## config.mk

```make
export PLATFORM = sky130hd
export DESIGN_NAME = ultrasonic_ranging_controller
export DESIGN_NICKNAME = d
export VERILOG_FILES = /design/src/rtl/urc_pkg.sv /design/src/rtl/urc_step.sv /design/src/rtl/ultrasonic_ranging_controller.sv
export SDC_FILE = /design/constraint.sdc
export NUM_CORES = 1
export LEC_CHECK = 0
export ABC_AREA = 1
export BUFFER_PORTS_ARGS = -buffer_cell sky130_fd_sc_hd__clkbuf_2
export CAP_MARGIN = 20
export CORE_MARGIN = 10
export CORE_UTILIZATION = 50
export CTS_BUF_LIST = sky130_fd_sc_hd__clkbuf_8
export DETAILED_ROUTE_END_ITERATION = 8
export PLACE_DENSITY = 0.7
export SLEW_MARGIN = 15
export SYNTH_ARGS = -nofsm -noshare
export SYNTH_HDL_FRONTEND = slang
export SYNTH_HIERARCHICAL = 1
export SYNTH_SLANG_ARGS = --single-unit
```

## constraint.sdc

```tcl
create_clock -name clk -period 18.25 [get_ports clk]
set_input_delay 1.825 -clock clk [delete_from_list [all_inputs] [get_ports clk]]
set_output_delay 1.825 -clock clk [all_outputs]
set_load 0.01 [all_outputs]
```

## src/rtl/urc_pkg.sv

```systemverilog
// Shared types, constants and helpers for the ultrasonic ranging controller.
// No dependencies; imported by urc_step and ultrasonic_ranging_controller.
`default_nettype none

package urc_pkg;

  // Trigger timing in microsecond ticks
  localparam logic [15:0] PRE_LOW_US      = 16'd2;
  localparam logic [15:0] TRIGGER_HIGH_US = 16'd10;

  // Register indexes on the configuration port
  localparam int unsigned CFG_IDX_W = 3;
  localparam logic [CFG_IDX_W-1:0] REG_POLL_PERIOD    = 3'd0;
  localparam logic [CFG_IDX_W-1:0] REG_WAIT_TIMEOUT   = 3'd1;
  localparam logic [CFG_IDX_W-1:0] REG_ECHO_TIMEOUT   = 3'd2;
  localparam logic [CFG_IDX_W-1:0] REG_NEAR_THRESHOLD = 3'd3;
  localparam logic [CFG_IDX_W-1:0] REG_NEAR_HOLD      = 3'd4;
  localparam int unsigned CFG_DATA_W = 16;

  // Register reset values
  localparam logic [15:0] POLL_PERIOD_RST    = 16'd90;
  localparam logic [15:0] WAIT_TIMEOUT_RST   = 16'd2300;
  localparam logic [14:0] ECHO_TIMEOUT_RST   = 15'd900;
  localparam logic [14:0] NEAR_THRESHOLD_RST = 15'd580;
  localparam logic [15:0] NEAR_HOLD_RST      = 16'd700;

  // floor(w / 58) == (w * 36158) >> 21 for every 15-bit w
  localparam logic [15:0] DIV58_MUL   = 16'd36158;
  localparam int unsigned DIV58_SHIFT = 21;

  typedef enum logic [2:0] {
    PH_IDLE  = 3'd0,
    PH_PRE   = 3'd1,
    PH_HIGH  = 3'd2,
    PH_WAIT  = 3'd3,
    PH_COUNT = 3'd4
  } phase_t;

  typedef enum logic [1:0] {
    OUT_MEASURED = 2'd0,
    OUT_NO_ECHO  = 2'd1,
    OUT_TOO_LONG = 2'd2
  } outcome_t;

  typedef struct packed {
    logic [15:0] poll_period_ms;
    logic [15:0] wait_start_timeout_us;
    logic [14:0] echo_timeout_us;
    logic [14:0] near_threshold_us;
    logic [15:0] near_hold_ms;
  } cfg_t;

  typedef struct packed {
    phase_t      phase;
    logic [15:0] timer_us;
    logic [15:0] poll_age_ms;
    logic [16:0] near_age_ms;
    logic [16:0] near_age_at_poll;
    logic        near_seen;
    logic        near;
    logic [9:0]  distance_cm;
    logic [14:0] width_us;
  } state_t;

  typedef struct packed {
    logic        trigger_level;
    logic        near_flag;
    logic [9:0]  distance_cm;
    logic [14:0] pulse_width_us;
    logic        measurement_done;
    outcome_t    outcome;
  } res_t;

  function automatic logic [9:0] div58(input logic [14:0] w);
    logic [30:0] prod;
    prod = {1'b0, w} * DIV58_MUL;
    return prod[DIV58_SHIFT +: 10];
  endfunction

endpackage

`default_nettype wire

```

## src/rtl/urc_step.sv

```systemverilog
// Next-state and result logic for one microsecond tick of the ranging controller.
// Depends on urc_pkg.
`default_nettype none

module urc_step
  import urc_pkg::*;
(
  input  var cfg_t   cfg,
  input  var state_t cur,
  input  wire        echo_level,
  input  wire        ms_tick,
  output state_t     nxt,
  output res_t       res
);

  state_t      s;
  logic        trig;
  logic        done;
  outcome_t    outcome;
  logic        finish_echo;
  logic        near_now;
  logic        width_upd;
  logic        hold_flag;

  always_comb begin
    s           = cur;
    trig        = 1'b0;
    done        = 1'b0;
    outcome     = OUT_MEASURED;
    finish_echo = 1'b0;
    near_now    = 1'b0;
    width_upd   = 1'b0;

    // saturating millisecond ages
    if (ms_tick) begin
      if (s.poll_age_ms != '1) s.poll_age_ms = s.poll_age_ms + 16'd1;
      if (s.near_age_ms != '1) s.near_age_ms = s.near_age_ms + 17'd1;
    end

    if (s.phase == PH_IDLE && s.poll_age_ms >= cfg.poll_period_ms) begin
      s.poll_age_ms      = '0;
      s.near_age_at_poll = s.near_age_ms;
      s.phase            = PH_PRE;
      s.timer_us         = '0;
    end

    hold_flag = s.near_seen && (s.near_age_at_poll <= {1'b0, cfg.near_hold_ms});

    unique case (s.phase)
      PH_IDLE: ;
      PH_PRE: begin
        if (s.timer_us + 16'd1 >= PRE_LOW_US) begin
          s.phase    = PH_HIGH;
          s.timer_us = '0;
        end else begin
          s.timer_us = s.timer_us + 16'd1;
        end
      end
      PH_HIGH: begin
        trig = 1'b1;
        if (s.timer_us + 16'd1 >= TRIGGER_HIGH_US) begin
          s.phase    = PH_WAIT;
          s.timer_us = '0;
        end else begin
          s.timer_us = s.timer_us + 16'd1;
        end
      end
      PH_WAIT: begin
        if (echo_level) begin
          s.phase     = PH_COUNT;
          s.timer_us  = 16'd1;
          finish_echo = 1'b1;
        end else if (s.timer_us >= cfg.wait_start_timeout_us) begin
          // count would pass the timeout on this tick
          done       = 1'b1;
          outcome    = OUT_NO_ECHO;
          s.near     = hold_flag;
          s.phase    = PH_IDLE;
          s.timer_us = '0;
        end else begin
          s.timer_us = s.timer_us + 16'd1;
        end
      end
      PH_COUNT: begin
        if (echo_level) begin
          s.timer_us  = s.timer_us + 16'd1;
          finish_echo = 1'b1;
        end else begin
          s.width_us = s.timer_us[14:0];
          width_upd  = 1'b1;
          near_now   = (s.timer_us[14:0] <= cfg.near_threshold_us);
          if (near_now) begin
            s.near_seen   = 1'b1;
            s.near_age_ms = {1'b0, s.poll_age_ms};
          end
          s.near     = near_now | hold_flag;
          done       = 1'b1;
          s.phase    = PH_IDLE;
          s.timer_us = '0;
        end
      end
      default: begin
        s.phase    = PH_IDLE;
        s.timer_us = '0;
      end
    endcase

    // echo held high past its timeout: clamp
    if (finish_echo && s.timer_us > {1'b0, cfg.echo_timeout_us}) begin
      s.width_us = cfg.echo_timeout_us;
      width_upd  = 1'b1;
      s.near     = hold_flag;
      done       = 1'b1;
      outcome    = OUT_TOO_LONG;
      s.phase    = PH_IDLE;
      s.timer_us = '0;
    end
  end

  always_comb begin
    nxt = s;
    if (width_upd) nxt.distance_cm = div58(s.width_us);
  end

  assign res.trigger_level    = trig;
  assign res.near_flag        = s.near;
  assign res.distance_cm      = nxt.distance_cm;
  assign res.pulse_width_us   = s.width_us;
  assign res.measurement_done = done;
  assign res.outcome          = outcome;

endmodule

`default_nettype wire

```

## src/rtl/ultrasonic_ranging_controller.sv

```systemverilog
// Ultrasonic ranging controller: top level with configuration registers,
// state register and output skid stage. Depends on urc_pkg and urc_step.
//
// One request is one microsecond tick (echo level, millisecond marker) and
// gives exactly one result: trigger level, near flag, last distance and width,
// and a done strobe with outcome on the tick a measurement ends. A request is
// taken every cycle while in_stall is low; its result is registered.
// The next state is ready at the same edge, so the tick-to-tick dependency
// closes through a single register and costs nothing in rate. Two result slots
// (output register plus skid) let a request be taken while a result waits;
// in_stall rises only when both are full. Distance uses a 15x16 reciprocal
// multiply by 1/58 in the same cycle.
`default_nettype none

module ultrasonic_ranging_controller
  import urc_pkg::*;
(
  input  wire                  clk,
  input  wire                  rst_n,
  input  wire                  cfg_we,
  input  wire [CFG_IDX_W-1:0]  cfg_index,
  input  wire [CFG_DATA_W-1:0] cfg_wdata,
  input  wire                  in_valid,
  output logic                 in_stall,
  input  wire                  in_echo_level,
  input  wire                  in_ms_tick,
  output logic                 out_valid,
  input  wire                  out_stall,
  output logic                 out_trigger_level,
  output logic                 out_near_flag,
  output logic [9:0]           out_distance_cm,
  output logic [14:0]          out_pulse_width_us,
  output logic                 out_measurement_done,
  output logic [1:0]           out_outcome
);

  cfg_t   cfg_r;
  state_t state_r, state_nxt;
  res_t   res_nxt;
  res_t   out_res_r, skid_res_r;
  logic   out_valid_r, skid_valid_r;
  logic   in_acc, out_acc;

  assign in_stall = skid_valid_r;
  assign in_acc   = in_valid && !skid_valid_r;
  assign out_acc  = out_valid_r && !out_stall;

  always_ff @(posedge clk) begin
    if (!rst_n) begin
      cfg_r.poll_period_ms        <= POLL_PERIOD_RST;
      cfg_r.wait_start_timeout_us <= WAIT_TIMEOUT_RST;
      cfg_r.echo_timeout_us       <= ECHO_TIMEOUT_RST;
      cfg_r.near_threshold_us     <= NEAR_THRESHOLD_RST;
      cfg_r.near_hold_ms          <= NEAR_HOLD_RST;
    end else if (cfg_we) begin
      unique case (cfg_index)
        REG_POLL_PERIOD:    cfg_r.poll_period_ms        <= cfg_wdata;
        REG_WAIT_TIMEOUT:   cfg_r.wait_start_timeout_us <= cfg_wdata;
        REG_ECHO_TIMEOUT:   cfg_r.echo_timeout_us       <= cfg_wdata[14:0];
        REG_NEAR_THRESHOLD: cfg_r.near_threshold_us     <= cfg_wdata[14:0];
        REG_NEAR_HOLD:      cfg_r.near_hold_ms          <= cfg_wdata;
        default: ;
      endcase
    end
  end

  urc_step u_step (
    .cfg        (cfg_r),
    .cur        (state_r),
    .echo_level (in_echo_level),
    .ms_tick    (in_ms_tick),
    .nxt        (state_nxt),
    .res        (res_nxt)
  );

  always_ff @(posedge clk) begin
    if (!rst_n) begin
      state_r.phase            <= PH_IDLE;
      state_r.timer_us         <= '0;
      state_r.poll_age_ms      <= '0;
      state_r.near_age_ms      <= '0;
      state_r.near_age_at_poll <= '0;
      state_r.near_seen        <= 1'b0;
      state_r.near             <= 1'b0;
      state_r.distance_cm      <= '0;
      state_r.width_us         <= '0;
    end else if (in_acc) begin
      state_r <= state_nxt;
    end
  end

  // output register with one skid slot behind it
  always_ff @(posedge clk) begin
    if (!rst_n) begin
      out_valid_r  <= 1'b0;
      skid_valid_r <= 1'b0;
    end else if (!out_valid_r || out_acc) begin
      if (skid_valid_r) begin
        out_valid_r  <= 1'b1;
        skid_valid_r <= 1'b0;
      end else begin
        out_valid_r <= in_acc;
      end
    end else if (in_acc) begin
      skid_valid_r <= 1'b1;
    end
  end

  always_ff @(posedge clk) begin
    if (!out_valid_r || out_acc) begin
      if (skid_valid_r) out_res_r <= skid_res_r;
      else if (in_acc)  out_res_r <= res_nxt;
    end else if (in_acc) begin
      skid_res_r <= res_nxt;
    end
  end

  assign out_valid            = out_valid_r;
  assign out_trigger_level    = out_res_r.trigger_level;
  assign out_near_flag        = out_res_r.near_flag;
  assign out_distance_cm      = out_res_r.distance_cm;
  assign out_pulse_width_us   = out_res_r.pulse_width_us;
  assign out_measurement_done = out_res_r.measurement_done;
  assign out_outcome          = out_res_r.outcome;

  // skid slot only fills behind a held output
  a_skid_behind_out: assert property (@(posedge clk) disable iff (!rst_n)
    skid_valid_r |-> out_valid_r)
    else $error("skid slot full with output register empty");

  // outcome code carries meaning only on a done tick
  a_outcome_on_done: assert property (@(posedge clk) disable iff (!rst_n)
    (out_valid_r && !out_res_r.measurement_done) |-> (out_res_r.outcome == OUT_MEASURED))
    else $error("outcome set without measurement_done");

  // a finished measurement always returns to idle
  a_done_to_idle: assert property (@(posedge clk) disable iff (!rst_n)
    (in_acc && res_nxt.measurement_done) |=> (state_r.phase == PH_IDLE))
    else $error("measurement finished but phase not idle");

endmodule

`default_nettype wire
```

# After elaboration in Yosys (flattened, before gate mapping)
# Index checks and enable logic that the tools add are counted.
[word_totals] ff_bits=236 inputBits=26 output_inout_bits=32 elab_cells=121
[op_classes] add_sub_neg=3 mul=1 magnitude_cmp=7 eq_ne=10 muxes=45 n_bitwise=4 reduce_logical=23
[op_table] cell="$pmux W19 S5" count=1
[op_table] cell="$mux W17" count=5
[op_table] cell="$mux W16" count=5
[op_table] cell="$mux W30" count=2
[op_table] cell="$mux W15" count=3
[op_table] cell="$mux W19" count=2
[op_table] cell="$mux W35" count=1
[op_table] cell="$mux W33" count=1
[op_table] cell="$add A16 B1 Y16 const B" count=2
[op_table] cell="$ge A16 B16 Y1" count=2
[op_table] cell="$mul A15 B15 Y30 const B" count=1
[op_table] cell="$add A17 B1 Y17 const B" count=1
[op_table] cell="$le A17 B16 Y1" count=1
[op_table] cell="$ne A17 B17 Y1 const B" count=1
[op_table] cell="$ge A16 B2 Y1 const B" count=1
[op_table] cell="$ge A16 B4 Y1 const B" count=1
[op_table] cell="$gt A16 B15 Y1" count=1
[op_table] cell="$ne A16 B16 Y1 const B" count=1
[op_table] cell="$le A15 B15 Y1" count=1
[op_table] cell="$mux W1" count=15
[op_table] cell="$reduce_and A2 Y1" count=7
[op_table] cell="$eq A3 B2 Y1 const B" count=4
[op_table] cell="$mux W3" count=4
[op_table] cell="$mux W10" count=1
[op_table] cell="13 further kinds" count=29

# Longest topological paths before layout
[logic_depth] depth_word=17 mapped_depth=92 depth_no_buf=87

# Cells and area by module
# The synthesis kept the hierarchy.
[by_module_without_submodules] mod="urc_step" instances=1 cells_each=1418 area_per_inst_um2=9454.1 seq_area_each_um2=0.0
[by_module_without_submodules] mod="ultrasonic_ranging_controller" instances=1 cells_each=1014 area_per_inst_um2=8578.2 seq_area_each_um2=5325.1

# Worst setup path before layout
# OpenSTA, ideal clock, no wires.
[synth_timing] kind="input-to-reg" start="in in_ms_tick" end="reg out_res_r, in the netlist out_distance_cm[8] (data pin)" setup_time_ns=0.253 arrival_time_ns=12.771 required_time_ns=17.997 slack_ns=5.226 stages=80 n_path_buf=6 path_cell_list="nand2_1 > inv_1 > nand2_1 > nor3b_1 > nand3_1 > nor2_1 > nand3_1 > xor2_1 > inv_1 > ha_1 > a21oi_1 > o21ai_0 > a21oi_1 > nand2_2 > nand2_4 > buf_12 > buf_2 > nand2_1 > [44 not listed] > nor2_1 > inv_1 > o211ai_1 > nand2_1 > nand3_1 > nand3_1 > nand2_1 > nand2_1 > nand2_1 > nand2_1 > nand2_1 > a21oi_1 > xnor2_1 > nand2_1 > nand2_1 > buf_4 > nand2_1 > nand2_1"
[synth_rtl] element="start: declaration" line="ultrasonic_ranging_controller.sv:26" text="input wire in_ms_tick,"
[synth_rtl] element="end signal: assignment" line="ultrasonic_ranging_controller.sv:111" text="if (skid_valid_r) out_res_r <= skid_res_r;"
[synth_rtl] element="end signal: assignment" line="ultrasonic_ranging_controller.sv:112" text="else if (in_acc) out_res_r <= res_nxt;"
[synth_rtl] element="end: declaration" line="ultrasonic_ranging_controller.sv:40" text="res_t out_res_r, skid_res_r;"

==> reports/metrics.yaml <==
status: "finished, final reports clean"
min_period_over_period_pct: 79.4
cp_slowest_cell: "fa_1"
cp_slowest_stage_delay_ns: 0.56
finalWirelength_um: 47100
critPathCaptureType: "flop"
min_from: "cfg_r[18]"
worst_pin_slew_ns: 1.09
synth_area_mm2: 0.0180
cts_tree: "built"
hold_path_depth: 2
synth-edff-count: 60
critPathTopFamily: "simple AND/OR/NAND/NOR gates"
ys_types: 57
die_w_um: 210
crit_buf_inv: 12
path_common_cell: "nand2_1"
row_count: 69
design.die.area_mm2: 0.0441
clk_path_buf_depth: 3
grt_use_total_pct: 21.2
hold_viol_final: 0
antenna_cells: 0
r2r_start: "state_r[61]"
rsz0062_at_grt: "false"
ios: 58
cts_max_level: 2
dp_hpwl_um: 35300
drcViolationCount: 0
clock_latency_ns: 0.60
dr.pass1.iters: 5
leakagePower_nw: 9.89
setup_tns_ns: 0
netlist_instances: 2432
rr_worst_depth: 78
maxCapViolCount: 0
min_path_type: "flop to flop"
syn_nets: 2729
vdd_drop_max_v: 0.000100
antenna_found_initial: 0
required_ns: 18.58
crit_start: "in_ms_tick"
drtAntennaViolNets: 0
min_period_ns: 14.48
cts_setup_buffers: 0
num_vias: 15500
drt-initial-drc-count: 1383
place.gp.congestion: 0.983
cts_sinks: 236
die_h_um: 210
ctsHoldBuffers: 0
crit_cells: 71
clkTransAtPathRegs_ns: 0.05
grt_pass1_wl_um: 76800
overflow: 0
core_mm2: 0.0356
fmax_mhz: 69.1
fin_skew_ns: 0.0281
slew_headroom_pct: 27.2
grt_max_degree: 113
ys_seq_area_share_pct: 29.5
grt_pass1_vias: 14800
layoutNonFillerInstCount: 2928
final_nets: 2734
ys_ff_latch: 236
cts-root-buf: "clkbuf_8"
synthToLayoutAreaGrowth_pct: 6.47
crit_path_start_kind: "input pin"
avgSynthCellArea_um2: 7.41
critPathKind: "input pin to flop"
numCtsBuffers: 43
portBuffers: 57
ctsResizeCount: 0
arrival_ns: 14.81
initial_core_util_pct: 50.7
setup-violations-final: 0
drive_gt1_share_pct: 8.43
synthFlopType: "dfxtp_1"
wl_per_cell_um: 16.1
p_per_area_mw_per_mm2: 118
dp_cells: 2850
yosys_warnings: 6
final_max_slew_viol_count: 0
crit_path_max_fanout: 51
synth-async-reset-ratio_pct: 0
viasPerCell: 5.30
-- Yosys cell counts, types with 3 or more instances --
| library cell | number | area share [%] |
|---|---|---|
| or2_1 | 3 | 0.10 |
| nor4_1 | 6 | 0.21 |
| a31oi_1 | 5 | 0.17 |
| o211ai_1 | 12 | 0.50 |
| o21ai_0 | 153 | 4.2 |
| o21ai_2 | 10 | 0.49 |
| xor2_1 | 36 | 1.7 |
| nor2_4 | 5 | 0.31 |
| nor2_1 | 389 | 8.1 |
| xnor2_1 | 5 | 0.24 |
| a211oi_1 | 5 | 0.21 |
| buf_4 | 43 | 1.8 |
| a21oi_1 | 60 | 1.7 |
| nand2_2 | 19 | 0.66 |
| ha_1 | 193 | 13 |
| o21a_1 | 3 | 0.12 |
| dfxtp_1 | 176 | 20 |
| edfxtp_1 | 60 | 10 |
| fa_1 | 78 | 8.7 |
| inv_1 | 351 | 7.3 |
| nand3b_1 | 4 | 0.17 |
| buf_1 | 3 | 0.062 |
| buf_2 | 20 | 0.56 |
| or2_2 | 5 | 0.17 |
| nand4_1 | 35 | 1.2 |
| o21ai_1 | 18 | 0.50 |
| nor2_2 | 8 | 0.28 |
| clkbuf_1 | 41 | 0.85 |
| nand3_1 | 156 | 4.3 |
| nor3_1 | 18 | 0.50 |
| nand2_4 | 3 | 0.19 |
| buf_6 | 6 | 0.37 |
| inv_2 | 16 | 0.33 |
| a21o_1 | 3 | 0.12 |
| nand2_1 | 455 | 9.5 |
-- routing by layer --
metal	vias up	share of wire (%)	GRT usage, %	wire, µm
met3	70	5.4	3.01	2530
met5	-	0	0	0
met4	0	2.3	6.30	1070
met1	7268	45	27.8	21100
li1	7749	-	-	-
met2	430	48	35.5	22400
-- cells by family (layout without fill, tap and decap cells) --
logic type      Yosys count  count (layout)  share of synthesized area [%]
simple gates           1117            1117                           26.3
flops                   236             236                           29.5
xor+xnor                 41              41                           1.99
fa+ha+maj               271             271                           22.1
compound gates          283             283                           8.67
buf+inv                 483             518                           11.4
mux                       1               1                         0.0555
-- power breakdown --
group / internal, mW / switching (mW)
sequential: 0.574 / 0.0202
combinational: 0.439 / 0.734
clock: 0.266 / 0.231
-- worst reg2reg max path: cells and delay by family (launching register included) --
family	cells	cell delay (ns)
adder cells (fa/ha/maj)	11	4.43
buffers and inverters	13	1.71
XOR/XNOR	2	0.32
AO/OA/AOI/OAI	16	2.24
AND/OR/NAND/NOR	36	4.89
flip-flops	1	0.35
-- registers in the layout (all words and copies together), names as in the netlist --
| signal | cells |
|---|---|
| cfg_r | 78 |
| in_stall | 1 |
| out_distance_cm | 10 |
| out_measurement_done | 1 |
| out_near_flag | 1 |
| out_outcome | 2 |
| out_pulse_width_us | 15 |
| out_trigger_level | 1 |
| out_valid | 1 |
| skid_res_r | 30 |
| state_r | 96 |
-- per-stage QoR --
step	utilization (%)	total power [mW]	area (µm²)	hold slack [ns]	setup slack, ns
6_report	54.0	2.26	19200	0.461	3.77
5_1_grt	54.0	2.50	19200	0.490	2.70
4_1_cts	53.9	2.28	19200	0.464	3.44
3_5_place_dp	51.5	1.76	18300	0.449	2.90
3_3_place_gp	51.5	1.74	18300	0.443	3.26
2_1_floorplan	-	1.48	18000	0.429	5.23
-- final timing paths --
check | slack [ns] | endpoint
worst max-delay path | 3.77 | out_distance_cm[8]
worst min-delay path | 0.46 | cfg_r[18]
worst max register to register | 4.04 | out_distance_cm[8]
worst min register to register | 0.46 | cfg_r[18]
-- cells in the final DEF, fill, tap and decap left out, types with 47 or more instances in the layout --
cell type / synthesis / layout
clkbuf_8: 0 / 47
dfxtp_1: 176 / 176
a21oi_1: 60 / 59
fa_1: 78 / 78
ha_1: 193 / 193
clkbuf_2: 0 / 56
nor2_1: 389 / 387
nand2_1: 455 / 455
inv_1: 351 / 369
nand3_1: 156 / 156
edfxtp_1: 60 / 60
o21ai_0: 153 / 153
-- final cells by class --
cell class              count  area (µm²)
clock inverters            28         185
well taps                 461         577
repair buffers             74         425
fillers                  3415       16400
flip-flops and latches    236        5330
multi-input cells        1713       10700
clock buffers              47         647
inverters                 369        1390
(Power assumes the default switching activity.)
